===== src/hdl/dlcts_pkg.sv =====
package dlcts_pkg;

	// Number of schedule segments that take part in the search (2..6)
	localparam int SEGMENT_COUNT = 6;
	// Segment registers present on the config port
	localparam int SEG_REGS = 6;

	localparam int MINUTE_W = 11;
	localparam int MINUTES_PER_HOUR = 60;

	// Lighting modes
	typedef enum logic [1:0] {
		MODE_DAY   = 2'd0,
		MODE_NIGHT = 2'd1,
		MODE_OFF   = 2'd2
	} mode_t;

	// Switch mode register codes
	typedef enum logic [1:0] {
		SW_OFF   = 2'd0,
		SW_NIGHT = 2'd1,
		SW_DAY   = 2'd2,
		SW_AUTO  = 2'd3
	} sw_mode_t;

	// Config register indexes
	typedef enum logic [2:0] {
		REG_SEG0   = 3'd0,
		REG_SEG1   = 3'd1,
		REG_SEG2   = 3'd2,
		REG_SEG3   = 3'd3,
		REG_SEG4   = 3'd4,
		REG_SEG5   = 3'd5,
		REG_WINDOW = 3'd6,
		REG_SWITCH = 3'd7
	} reg_index_t;

	typedef struct packed {
		logic [1:0]          mode;
		logic [MINUTE_W-1:0] start;
	} seg_cfg_t;

	typedef seg_cfg_t [SEG_REGS-1:0] seg_array_t;

	typedef struct packed {
		logic [MINUTE_W-1:0] off_minute;
		logic [MINUTE_W-1:0] on_minute;
	} gas_window_t;

	// Input transaction
	typedef struct packed {
		logic [4:0] clock_hour;
		logic [5:0] clock_minute;
	} tick_t;

	// Result transaction
	typedef struct packed {
		logic       main_lamp;
		logic       day_lamp;
		logic       gas_valve;
		logic [1:0] chosen_mode;
	} drive_t;

	// Mode codes other than day and night read as off
	function automatic mode_t normalize_mode(logic [1:0] m);
		mode_t r;
		r = MODE_OFF;
		if (m == MODE_DAY) begin
			r = MODE_DAY;
		end else if (m == MODE_NIGHT) begin
			r = MODE_NIGHT;
		end
		return r;
	endfunction

endpackage


===== src/hdl/daily_light_co2_time_switch.sv =====
// Channel  | Handshake                     | Payload
// tick     | tick_valid / tick_stall       | tick (clock_hour, clock_minute)
// drive    | drive_valid / drive_stall     | drive (lamps, valve, chosen_mode)
// cfg      | cfg_valid / cfg_ready         | cfg_index, cfg_data
//
// One tick accepted per cycle while tick_stall is low; its result passes through the
// tick register, then the result register. The schedule search and window compare sit
// between the two registers. Reset clears valid flags, config and valve hold.
// A stalled result holds the result register and stalls tick only when the
// tick register is also full. cfg_ready is always high.
module daily_light_co2_time_switch (
	input  logic              clk,
	input  logic              arst_n,
	input  logic              tick_valid,
	output logic              tick_stall,
	input  dlcts_pkg::tick_t  tick,
	output logic              drive_valid,
	input  logic              drive_stall,
	output dlcts_pkg::drive_t drive,
	input  logic              cfg_valid,
	output logic              cfg_ready,
	input  logic [2:0]        cfg_index,
	input  logic [21:0]       cfg_data
);
	import dlcts_pkg::*;

	seg_array_t  segments_q;
	gas_window_t gas_window_q;
	sw_mode_t    switch_mode_q;
	logic        valve_hold_q;

	logic   valid_s1;
	tick_t  tick_s1;
	logic   drive_valid_q;
	drive_t drive_q;

	logic   move_s1;
	logic   take_tick;
	drive_t result;
	logic   valve_next;

	assign cfg_ready = 1'b1;

	// Config register writes
	always_ff @(posedge clk or negedge arst_n) begin
		if (!arst_n) begin
			segments_q    <= '0;
			gas_window_q  <= '0;
			switch_mode_q <= SW_OFF;
		end else if (cfg_valid && cfg_ready) begin
			unique case (reg_index_t'(cfg_index))
				REG_SEG0:   segments_q[0] <= seg_cfg_t'(cfg_data[12:0]);
				REG_SEG1:   segments_q[1] <= seg_cfg_t'(cfg_data[12:0]);
				REG_SEG2:   segments_q[2] <= seg_cfg_t'(cfg_data[12:0]);
				REG_SEG3:   segments_q[3] <= seg_cfg_t'(cfg_data[12:0]);
				REG_SEG4:   segments_q[4] <= seg_cfg_t'(cfg_data[12:0]);
				REG_SEG5:   segments_q[5] <= seg_cfg_t'(cfg_data[12:0]);
				REG_WINDOW: gas_window_q  <= gas_window_t'(cfg_data);
				REG_SWITCH: switch_mode_q <= sw_mode_t'(cfg_data[1:0]);
				default: ;
			endcase
		end
	end

	// Handshake: stage 1 moves when the result register is free or draining
	assign move_s1    = valid_s1 && (!drive_valid_q || !drive_stall);
	assign tick_stall = valid_s1 && !move_s1;
	assign take_tick  = tick_valid && !tick_stall;

	// Tick register
	always_ff @(posedge clk or negedge arst_n) begin
		if (!arst_n) begin
			valid_s1 <= 1'b0;
		end else if (take_tick) begin
			valid_s1 <= 1'b1;
		end else if (move_s1) begin
			valid_s1 <= 1'b0;
		end
	end

	always_ff @(posedge clk) begin
		if (take_tick) begin
			tick_s1 <= tick;
		end
	end

	dlcts_eval u_eval (
		.tick        (tick_s1),
		.segments    (segments_q),
		.gas_window  (gas_window_q),
		.switch_mode (switch_mode_q),
		.valve_hold  (valve_hold_q),
		.result      (result),
		.valve_next  (valve_next)
	);

	// Result register and valve hold state
	always_ff @(posedge clk or negedge arst_n) begin
		if (!arst_n) begin
			drive_valid_q <= 1'b0;
			valve_hold_q  <= 1'b0;
		end else if (move_s1) begin
			drive_valid_q <= 1'b1;
			valve_hold_q  <= valve_next;
		end else if (!drive_stall) begin
			drive_valid_q <= 1'b0;
		end
	end

	always_ff @(posedge clk) begin
		if (move_s1) begin
			drive_q <= result;
		end
	end

	assign drive_valid = drive_valid_q;
	assign drive       = drive_q;

`ifndef ASSERT_OFF
	a_day_implies_main: assert property (@(posedge clk) disable iff (!arst_n)
		drive_valid_q && drive_q.day_lamp |-> drive_q.main_lamp)
		else $error("day lamp on without main lamp");

	a_mode_code: assert property (@(posedge clk) disable iff (!arst_n)
		drive_valid_q |-> (drive_q.chosen_mode == MODE_DAY ||
			drive_q.chosen_mode == MODE_NIGHT || drive_q.chosen_mode == MODE_OFF))
		else $error("result carries an undefined mode code");

	a_manual_holds_valve: assert property (@(posedge clk) disable iff (!arst_n)
		move_s1 && switch_mode_q != SW_AUTO |=> $stable(valve_hold_q))
		else $error("valve hold changed in a manual mode");

	a_valve_matches_hold: assert property (@(posedge clk) disable iff (!arst_n)
		move_s1 |=> drive_q.gas_valve == valve_hold_q)
		else $error("result valve differs from held valve");

	a_stall_only_full: assert property (@(posedge clk) disable iff (!arst_n)
		tick_stall |-> valid_s1 && drive_valid_q && drive_stall)
		else $error("tick stalled while pipeline has room");
`endif

endmodule


===== src/hdl/dlcts_eval.sv =====
module dlcts_eval (
	input  dlcts_pkg::tick_t       tick,
	input  dlcts_pkg::seg_array_t  segments,
	input  dlcts_pkg::gas_window_t gas_window,
	input  dlcts_pkg::sw_mode_t    switch_mode,
	input  logic                   valve_hold,
	output dlcts_pkg::drive_t      result,
	output logic                   valve_next
);
	import dlcts_pkg::*;

	localparam int LAST = SEGMENT_COUNT - 1;

	logic [MINUTE_W-1:0] now;
	logic [1:0]          sched_raw;
	mode_t               mode;
	logic                window_hit;

	// Minute of day: hour * 60 as (hour << 6) - (hour << 2)
	assign now = MINUTE_W'({tick.clock_hour, 6'b0}) - MINUTE_W'({tick.clock_hour, 2'b0})
		+ MINUTE_W'(tick.clock_minute);

	// Highest segment started strictly before now; last segment wraps over midnight
	always_comb begin
		sched_raw = segments[LAST].mode;
		for (int k = 0; k < SEGMENT_COUNT; k++) begin
			if (now > segments[k].start) begin
				sched_raw = segments[k].mode;
			end
		end
	end

	// CO2 window, no wrap
	assign window_hit = (gas_window.on_minute <= now) && (now < gas_window.off_minute);

	// Mode select; manual modes keep the held valve value
	always_comb begin
		valve_next = valve_hold;
		case (switch_mode)
			SW_AUTO: begin
				mode       = normalize_mode(sched_raw);
				valve_next = window_hit;
			end
			SW_DAY:   mode = MODE_DAY;
			SW_NIGHT: mode = MODE_NIGHT;
			default:  mode = MODE_OFF;
		endcase
	end

	assign result.main_lamp   = (mode == MODE_DAY) || (mode == MODE_NIGHT);
	assign result.day_lamp    = (mode == MODE_DAY);
	assign result.gas_valve   = valve_next;
	assign result.chosen_mode = mode;

endmodule


===== config.mk =====
export PLATFORM = sky130hd
export DESIGN_NAME = daily_light_co2_time_switch
export DESIGN_NICKNAME = d
export VERILOG_FILES = /design/src/hdl/dlcts_pkg.sv /design/src/hdl/daily_light_co2_time_switch.sv /design/src/hdl/dlcts_eval.sv
export SDC_FILE = /design/constraint.sdc
export NUM_CORES = 1
export LEC_CHECK = 0
export BUFFER_PORTS_ARGS = -buffer_cell sky130_fd_sc_hd__buf_2
export CAP_MARGIN = 20
export CORE_MARGIN = 2
export CORE_UTILIZATION = 25
export DETAILED_ROUTE_END_ITERATION = 8
export SLEW_MARGIN = 20
export SYNTH_ARGS = -nofsm -noshare
export SYNTH_HDL_FRONTEND = slang
export SYNTH_SLANG_ARGS = --single-unit
export TNS_END_PERCENT = 50

===== constraint.sdc =====
create_clock -name clk -period 5.7 [get_ports clk]
set_input_delay 1.14 -clock clk [delete_from_list [all_inputs] [get_ports clk]]
set_output_delay 1.14 -clock clk [all_outputs]
set_load 0.02 [all_outputs]

==> results by group, run 1 <==
Setup path
  – Launching point of the worst reg2reg path: tick_s1[2]
  – Most frequent CP cell: o21a_1
  – Slowest Stage Delay on Critical Path: 0.48 ns
  – R2R Path End: drive[0]
  – Worst-path maximum fanout: 8
  – WS Path Type: reg2reg
  – R2r setup slk: 0.91 ns
  – Slowest CP cell: xnor2_1
  – Worst Setup Start Kind: register
  – R2R cell count: 17
  – Crit-path cells: ha_1, o21a_1, o21a_1, o21a_1, o21ai_0, nor3b_1, and2_1, xnor2_1, ha_1, nand2_1, o21ai_0, a2111o_1, o311ai_2, o211ai_2, or4_4, and3_4, a22o_1
  – CP arrival: 4.96 ns
  – Critical path data required time: 5.87 ns
  – CP Capture Type: register

Floorplanning
  – Initial core utilization: 0.253
  – Die area: 29500 µm²
  – Rows: 61
  – Die span in x: 172 µm
  – CORE AREA: 27800 µm²
  – # IOs: 49
  – Die height: 172 µm

Finish
  – Share of layout cells above drive strength 1: 0.232
  – Layout Nets: 858
  – Layout Area Growth over Synthesis: 19.6%
  – Final instance area: 8420 µm²
  – # diodes: 0

Clock network
  – CTS H-tree depth: 4
  – Postcts setup bufs: 0
  – Hold-fix buffers, CTS: 0
  – Clock Root Buffer: clkbuf_16
  – Clk sinks: 121
  – Clock Tree Buf Depth: 2
  – Clk slew on worst S/H paths: 0.06 ns
  – Post-CTS resize count: 0
  – Skew-Pair Late Insertion Delay: 0.42 ns
  – CTS tree: built
  – CTS Buf Count: 17

Yosys
  – Main combinational cell family by area after synthesis: adder cells
  – Sequential fraction of the synthesis area: 0.441
  – Syn Std Cell Area: 7040 µm²
  – Post-synthesis mux area share: 0.0959
  – Register bit count reported by yosys: 121
  – Syn_area_per_cell: 10.7 µm²
  – Asr flop ratio synth: 0.868
  – Synth unique cells: 56
  – XOR/XNOR share of the synthesized area: 0.00871
  – Syn_nets: 793
  – Post-Synth Adder-Cell Area: 0.165
  – Simple-Gate Fraction of Synth Area: 0.0956
  – Area share of the largest cell type after synthesis: 0.373
  – Synth area leader: dfrtp_1
  – Top post-synthesis cells by area: dfrtp_1 (37%), ha_1 (17%), mux2_2 (9.6%)
  – Post-synth EDFFs: 16
  – Area fraction in compound gates after synthesis: 0.133
  – Predominant post-synthesis flop cell: dfrtp_1
  – Top post-synthesis cells by count: dfrtp_1 (105), inv_1 (97), ha_1 (93), mux2_2 (60), o21ai_0 (55)
  – Cell with the most instances after synthesis: dfrtp_1
  – Syn. warnings: 0
  – Mapped Cells: 659

STA
  – Fin Setup TNS: 0 ns
  – Max-Slew Margin vs Limit: 0.258
  – Clock skew: 0.00770 ns
  – Final min period: 4.79 ns
  – Final Max Slew Viols: 0
  – Max Clock Freq: 209 MHz
  – Fin worst setup slack: 0.909 ns
  – WHS: 0.493 ns
  – Period Utilization, post-route: 0.841
  – Worst-Margin Slew: 1.11 ns
  – Unrepaired setup endpoints after global routing: no
  – # setup viols final: 0
  – Final Hold Fails: 0

Placement
  – GP Congestion: 0.846
  – Pre-CTS WS: 0.942 ns
  – DP HPWL: 12.6 mm
  – Port bufs: 47
  – Cell Area, Placed: 7810 µm²

Route
  – Via count: 5069
  – DRT Pass-1 Iters: 5
  – DRC viols: 0
  – Vias per cell: 4.55
  – Detailed Route WL: 17.3 mm
  – Post-DRT Antenna Nets: 0
  – 1st-iter DRT viols: 320
  – Drt wl/cell: 15.5 µm

Hold path
  – Hold crit path type: reg2reg
  – Depth of the worst hold-timing path: 1
  – Hold Crit Start: valid_s1
  – Endpoint, Worst Hold: drive_valid

Global route
  – Vias in the first global route: 5153
  – GR Util All Layers: 0.126
  – First-pass GRT wire length: 28.1 mm
  – Initial antenna violation count: 0
  – Gr ovfl total: 0
  – Pin count of the biggest net entering global routing: 58

Power and ir drop
  – Leakage power: 3.84 nW
  – P per Cell Area: 386 nW/µm²
  – Final Power: 3.25 mW
  – Max VDD drop: 0.229 mV

Run status
  – Status: complete, no violations

Run
  – Max-cap violations: 0
[stage by stage]
stage	instances	util
after global routing	1115	0.303
after floorplan	659	-
after global placement	1083	0.281
after detailed placement	1083	0.281
final	1115	0.303
after CTS	1115	0.303
[registers in the layout, summed over array words and instances (netlist names)]
name / flops
segments_q: 78
drive_valid: 1
switch_mode_q: 2
gas_window_q: 22
valve_hold_q: 1
valid_s1: 1
tick_s1: 11
drive: 5
[routing by layer]
metal / global-route usage / routed length [µm] / vias up
met2: 0.198 / 7680 / 124
met4: 0.0354 / 236 / 0
met3: 0.0223 / 683 / 21
li1: - / - / 2474
met5: 0 / 0 / -
met1: 0.176 / 8660 / 2450
[worst max path at each step]
| stage | from | to | slack [ns] |
|---|---|---|---|
| 2_1_floorplan | tick_s1[2] | drive[0] | 1.16 |
| 3_3_place_gp | tick_s1[6] | drive[0] | 1.03 |
| 3_5_place_dp | tick_s1[6] | drive[0] | 0.94 |
| 4_1_cts | tick_s1[6] | drive[0] | 0.90 |
| 5_1_grt | tick_s1[6] | drive[3] | 0.47 |
| 6_report | tick_s1[2] | drive[0] | 0.91 |
[layout by cell type, fill, tap and decap left out, types with 3 or more instances in the layout]
master      netlist  layout
a2111oi_0         3       3
a211oi_1          6       6
a21o_1            8       8
a21oi_1          18      18
a31oi_1           4       4
and2_1            4       4
buf_2             0      46
buf_4             1      13
bufinv_16         0       3
clkbuf_16         0      17
clkbuf_8          0       3
clkinv_2          0       4
clkinvlp_4        0       5
dfrtp_1         105     105
edfxtp_1         16      16
ha_1             93      93
inv_1            97      97
mux2_2           60      60
nand2_1          52      52
nand2b_1          7       7
nand3_1          13      13
nand3b_1          4       4
nand4_1          15      15
nand4b_1          3       3
nor2_1            8       8
nor2b_1           4       4
nor3_1            8       6
o211ai_1          8       8
o21a_1           10      10
o21ai_0          55      55
o32ai_1           3       3
xnor2_1           7       7
[cell type report]
type | count | area [µm²]
Inverter | 97 | 364
Timing Repair Buffer | 59 | 328
Sequential cell | 121 | 3110
Clock inverter | 12 | 148
Fill cell | 2926 | 19400
Clock buffer | 20 | 467
Tap cell | 378 | 473
Multi-Input combinational cell | 428 | 3540
[worst max-delay path, delay by kind of cell (launching register included)]
family | cells | cell delay, ns
AOI/OAI and AO/OA | 9 | 1.71
xor gates and xnor gates | 1 | 0.48
adders and majority gates | 2 | 0.76
DFF | 1 | 0.37
and+or+nand+nor | 5 | 1.22
[cell families (layout without fill, tap and decap cells)]
logic type                 Yosys count  in the layout
AOI/OAI and AO/OA                  138            138
and+or+nand+nor                    129            129
DFF                                121            121
buffers and inverters              110            188
adders and majority gates           93             93
muxes                               60             60
xor gates and xnor gates             7              7
other                                1              1
[power breakdown]
group	leakage, nW	internal [mW]	total (mW)	switching [mW]
registers	1.42	1.06	1.14	0.0804
logic	2.13	0.445	1.00	0.558
clock network	0.290	0.717	1.11	0.393
(Power assumes the default switching activity.)
==> run 2, diff against run 1 <==
==> constraint.sdc (replaced) <==
create_clock -name clk -period 4 [get_ports clk]
set_input_delay 0.8 -clock clk [delete_from_list [all_inputs] [get_ports clk]]
set_output_delay 0.8 -clock clk [all_outputs]
set_load 0.02 [all_outputs]
==> results by group, run 2 (synthesis gave the netlist of run 1 again) <==
Run status
  – Failing checks: negative setup slack
  – Status: complete, but fails checks (was complete, no violations)

STA
  – Final min period: 4.31 ns (was 4.79 ns)
  – WHS: 0.463 ns (was 0.493 ns)
  – Unrepaired setup endpoints after global routing: yes (was no)
  – Period Utilization, post-route: 1.08 (was 0.841)
  – Fin worst setup slack: -0.314 ns (was 0.909 ns)
  – Final Max Slew Viols: 0 (unchanged)
  – Final Hold Fails: 0 (unchanged)
  – Max-Slew Margin vs Limit: 0.366 (was 0.258)
  – Worst-Margin Slew: 0.946 ns (was 1.11 ns)
  – # setup viols final: 4 (was 0)
  – Clock skew: 0.00689 ns (was 0.00770 ns)
  – Max Clock Freq: 232 MHz (was 209 MHz)

Route
  – Detailed Route WL: 18.3 mm (was 17.3 mm)
  – 1st-iter DRT viols: 308 (was 320)
  – Vias per cell: 4.50 (was 4.55)
  – DRT Pass-1 Iters: 4 (was 5)
  – DRC viols: 0 (unchanged)
  – Post-DRT Antenna Nets: 0 (unchanged)
  – Via count: 5218 (was 5069)
  – Drt wl/cell: 15.8 µm (was 15.5 µm)

Floorplanning
  – Initial core utilization: 0.253 (unchanged)
  – Die height: 172 µm (unchanged)
  – Rows: 61 (unchanged)
  – Die area: 29500 µm² (unchanged)
  – # IOs: 49 (unchanged)
  – CORE AREA: 27800 µm² (unchanged)
  – Die span in x: 172 µm (unchanged)

Global route
  – Pin count of the biggest net entering global routing: 60 (was 58)
  – Gr ovfl total: 0 (unchanged)
  – Initial antenna violation count: 0 (unchanged)
  – First-pass GRT wire length: 29.3 mm (was 28.1 mm)
  – GR Util All Layers: 0.133 (was 0.126)
  – Vias in the first global route: 5388 (was 5153)

Power and ir drop
  – Clock power share: 0.323 (was 0.342)
  – P per Cell Area: 543 nW/µm² (was 386 nW/µm²)
  – Sw power: 1.54 mW (was 1.03 mW)
  – Logic pwr share: 0.342 (was 0.309)
  – Flop pwr share: 0.335 (was 0.350)
  – Leakage power: 4.11 nW (was 3.84 nW)
  – Final Power: 4.86 mW (was 3.25 mW)
  – Sw Share: 0.318 (was 0.317)
  – Int Power: 3.31 mW (was 2.22 mW)
  – Max VDD drop: 0.326 mV (was 0.229 mV)

Finish
  – # diodes: 0 (unchanged)
  – Fill cells: 2876 (was 2926)
  – Layout Nets: 902 (was 858)
  – Biggest regs: segments_q x78, gas_window_q x22, tick_s1 x11 (unchanged)
  – Most flops, register: segments_q (unchanged)
  – Share of layout cells above drive strength 1: 0.292 (was 0.232)
  – Most common cell after layout, fill and taps aside: dfrtp_1 (unchanged)
  – Commonest non-fill, non-tap cells in the layout: dfrtp_1 (105), inv_1 (96), ha_1 (89) (was dfrtp_1 (105), inv_1 (97), ha_1 (93))
  – Max reg flops: 78 (unchanged)
  – Layout Area Growth over Synthesis: 27.1% (was 19.6%)

Clock network
  – Hold-fix buffers, CTS: 0 (unchanged)
  – CTS H-tree depth: 4 (unchanged)
  – Skew-Pair Late Insertion Delay: 0.42 ns (about the same)
  – Clock Tree Buf Depth: 2 (unchanged)
  – Clk slew on worst S/H paths: 0.06 ns (about the same)
  – Clock Root Buffer: clkbuf_16 (unchanged)
  – Clk sinks: 121 (unchanged)
  – CTS Buf Count: 17 (unchanged)
  – CTS tree: built (unchanged)

Setup path
  – Critical path data required time: 4.18 ns (was 5.87 ns)
  – WS Path Type: reg2reg (unchanged)
  – CP Capture Type: register (unchanged)
  – CP arrival: 4.49 ns (was 4.96 ns)
  – Worst Setup Start Kind: register (unchanged)
  – Worst-path maximum fanout: 7 (was 8)

Hold path
  – Hold crit path type: in2async (was reg2reg)

Run
  – Max-cap violations: 0 (unchanged)

Placement
  – GP Congestion: 0.837 (was 0.846)
  – DP HPWL: 13.3 mm (was 12.6 mm)
  – Port bufs: 47 (unchanged)
==> run 2: critical path, stage by stage (launching register included) <==
cell and delay (ns):
edfxtp_1 0.42, ha_4 0.26, o21a_1 0.19, o21a_1 0.20, o21a_1 0.20, o21ai_2 0.14
nor3b_4 0.21, and2_4 0.19, nand2_4 0.07, xnor2_4 0.14, buf_12 0.15, ha_4 0.27
nand4_1 0.11, a41oi_2 0.19, o31ai_2 0.10, and2_4 0.15, o211a_1 0.19, or4_4 0.54
and3_4 0.18, a22o_1 0.17
==> run 2: stage by stage <==
step                setup TNS (ns)  setup slack, ns  area, µm²  std cells   util
global route                 -1.82           -0.528       8950       1159  0.322
finish                      -0.933           -0.314       8950       1159  0.322
global placement            -0.512           -0.216       8210       1116  0.296
CTS                         -0.799           -0.279       8900       1155  0.320
detailed placement           -1.04           -0.341       8210       1116  0.296
floorplan                   -0.308           -0.162       7140        659      -
==> run 2: layout make-up <==
| class | count | area, µm² | area share |
|---|---|---|---|
| clock buffer | 20 | 458 | 0.0512 |
| clock inverter | 12 | 148 | 0.0165 |
| inverter | 97 | 364 | 0.0407 |
| multi-input combinational | 428 | 3690 | 0.412 |
| sequential | 121 | 3110 | 0.347 |
| tap | 378 | 473 | 0.0528 |
| timing repair buffer | 103 | 708 | 0.0791 |
==> run 2: repair_timing <==
item | 4_1_cts | 5_1_grt
gates cloned | 0 | 0
setup endpoints to repair | 4 | 6
buffers inserted | 7 | 4
gates resized for setup | 4 | 6
pin swaps | 4 | 4
==> run 2: worst paths after layout <==
kind                       startpoint              to  slack (ns)  cells after the start
hold reg to reg              valid_s1     drive_valid        0.49                      1
max in group asynchronous      arst_n     drive_valid        2.81                      2
setup reg to reg           tick_s1[2]        drive[0]       -0.31                     19
setup / recovery           tick_s1[2]        drive[0]       -0.31                     19
min in group clk             valid_s1     drive_valid        0.49                      1
hold / removal                 arst_n  segments_q[18]        0.46                      1
==> run 2: routing by layer <==
metal  vias up  GRT usage  wire length (µm)
met5         -          0                 0
li1       2564          -                 -
met4         0     0.0391               281
met2       102      0.222              8770
met3        25     0.0304               802
met1      2527      0.170              8480
==> run 2: power groups by stage <==
stage                     logic (mW)  registers, mW  clock network (mW)
final                           1.66           1.62                1.57
after global routing            1.86           1.66                1.66
after CTS                       1.63           1.63                1.60
after detailed placement        1.58           1.65                   0
after global placement          1.54           1.64                   0
after floorplan                 1.05           1.62                   0
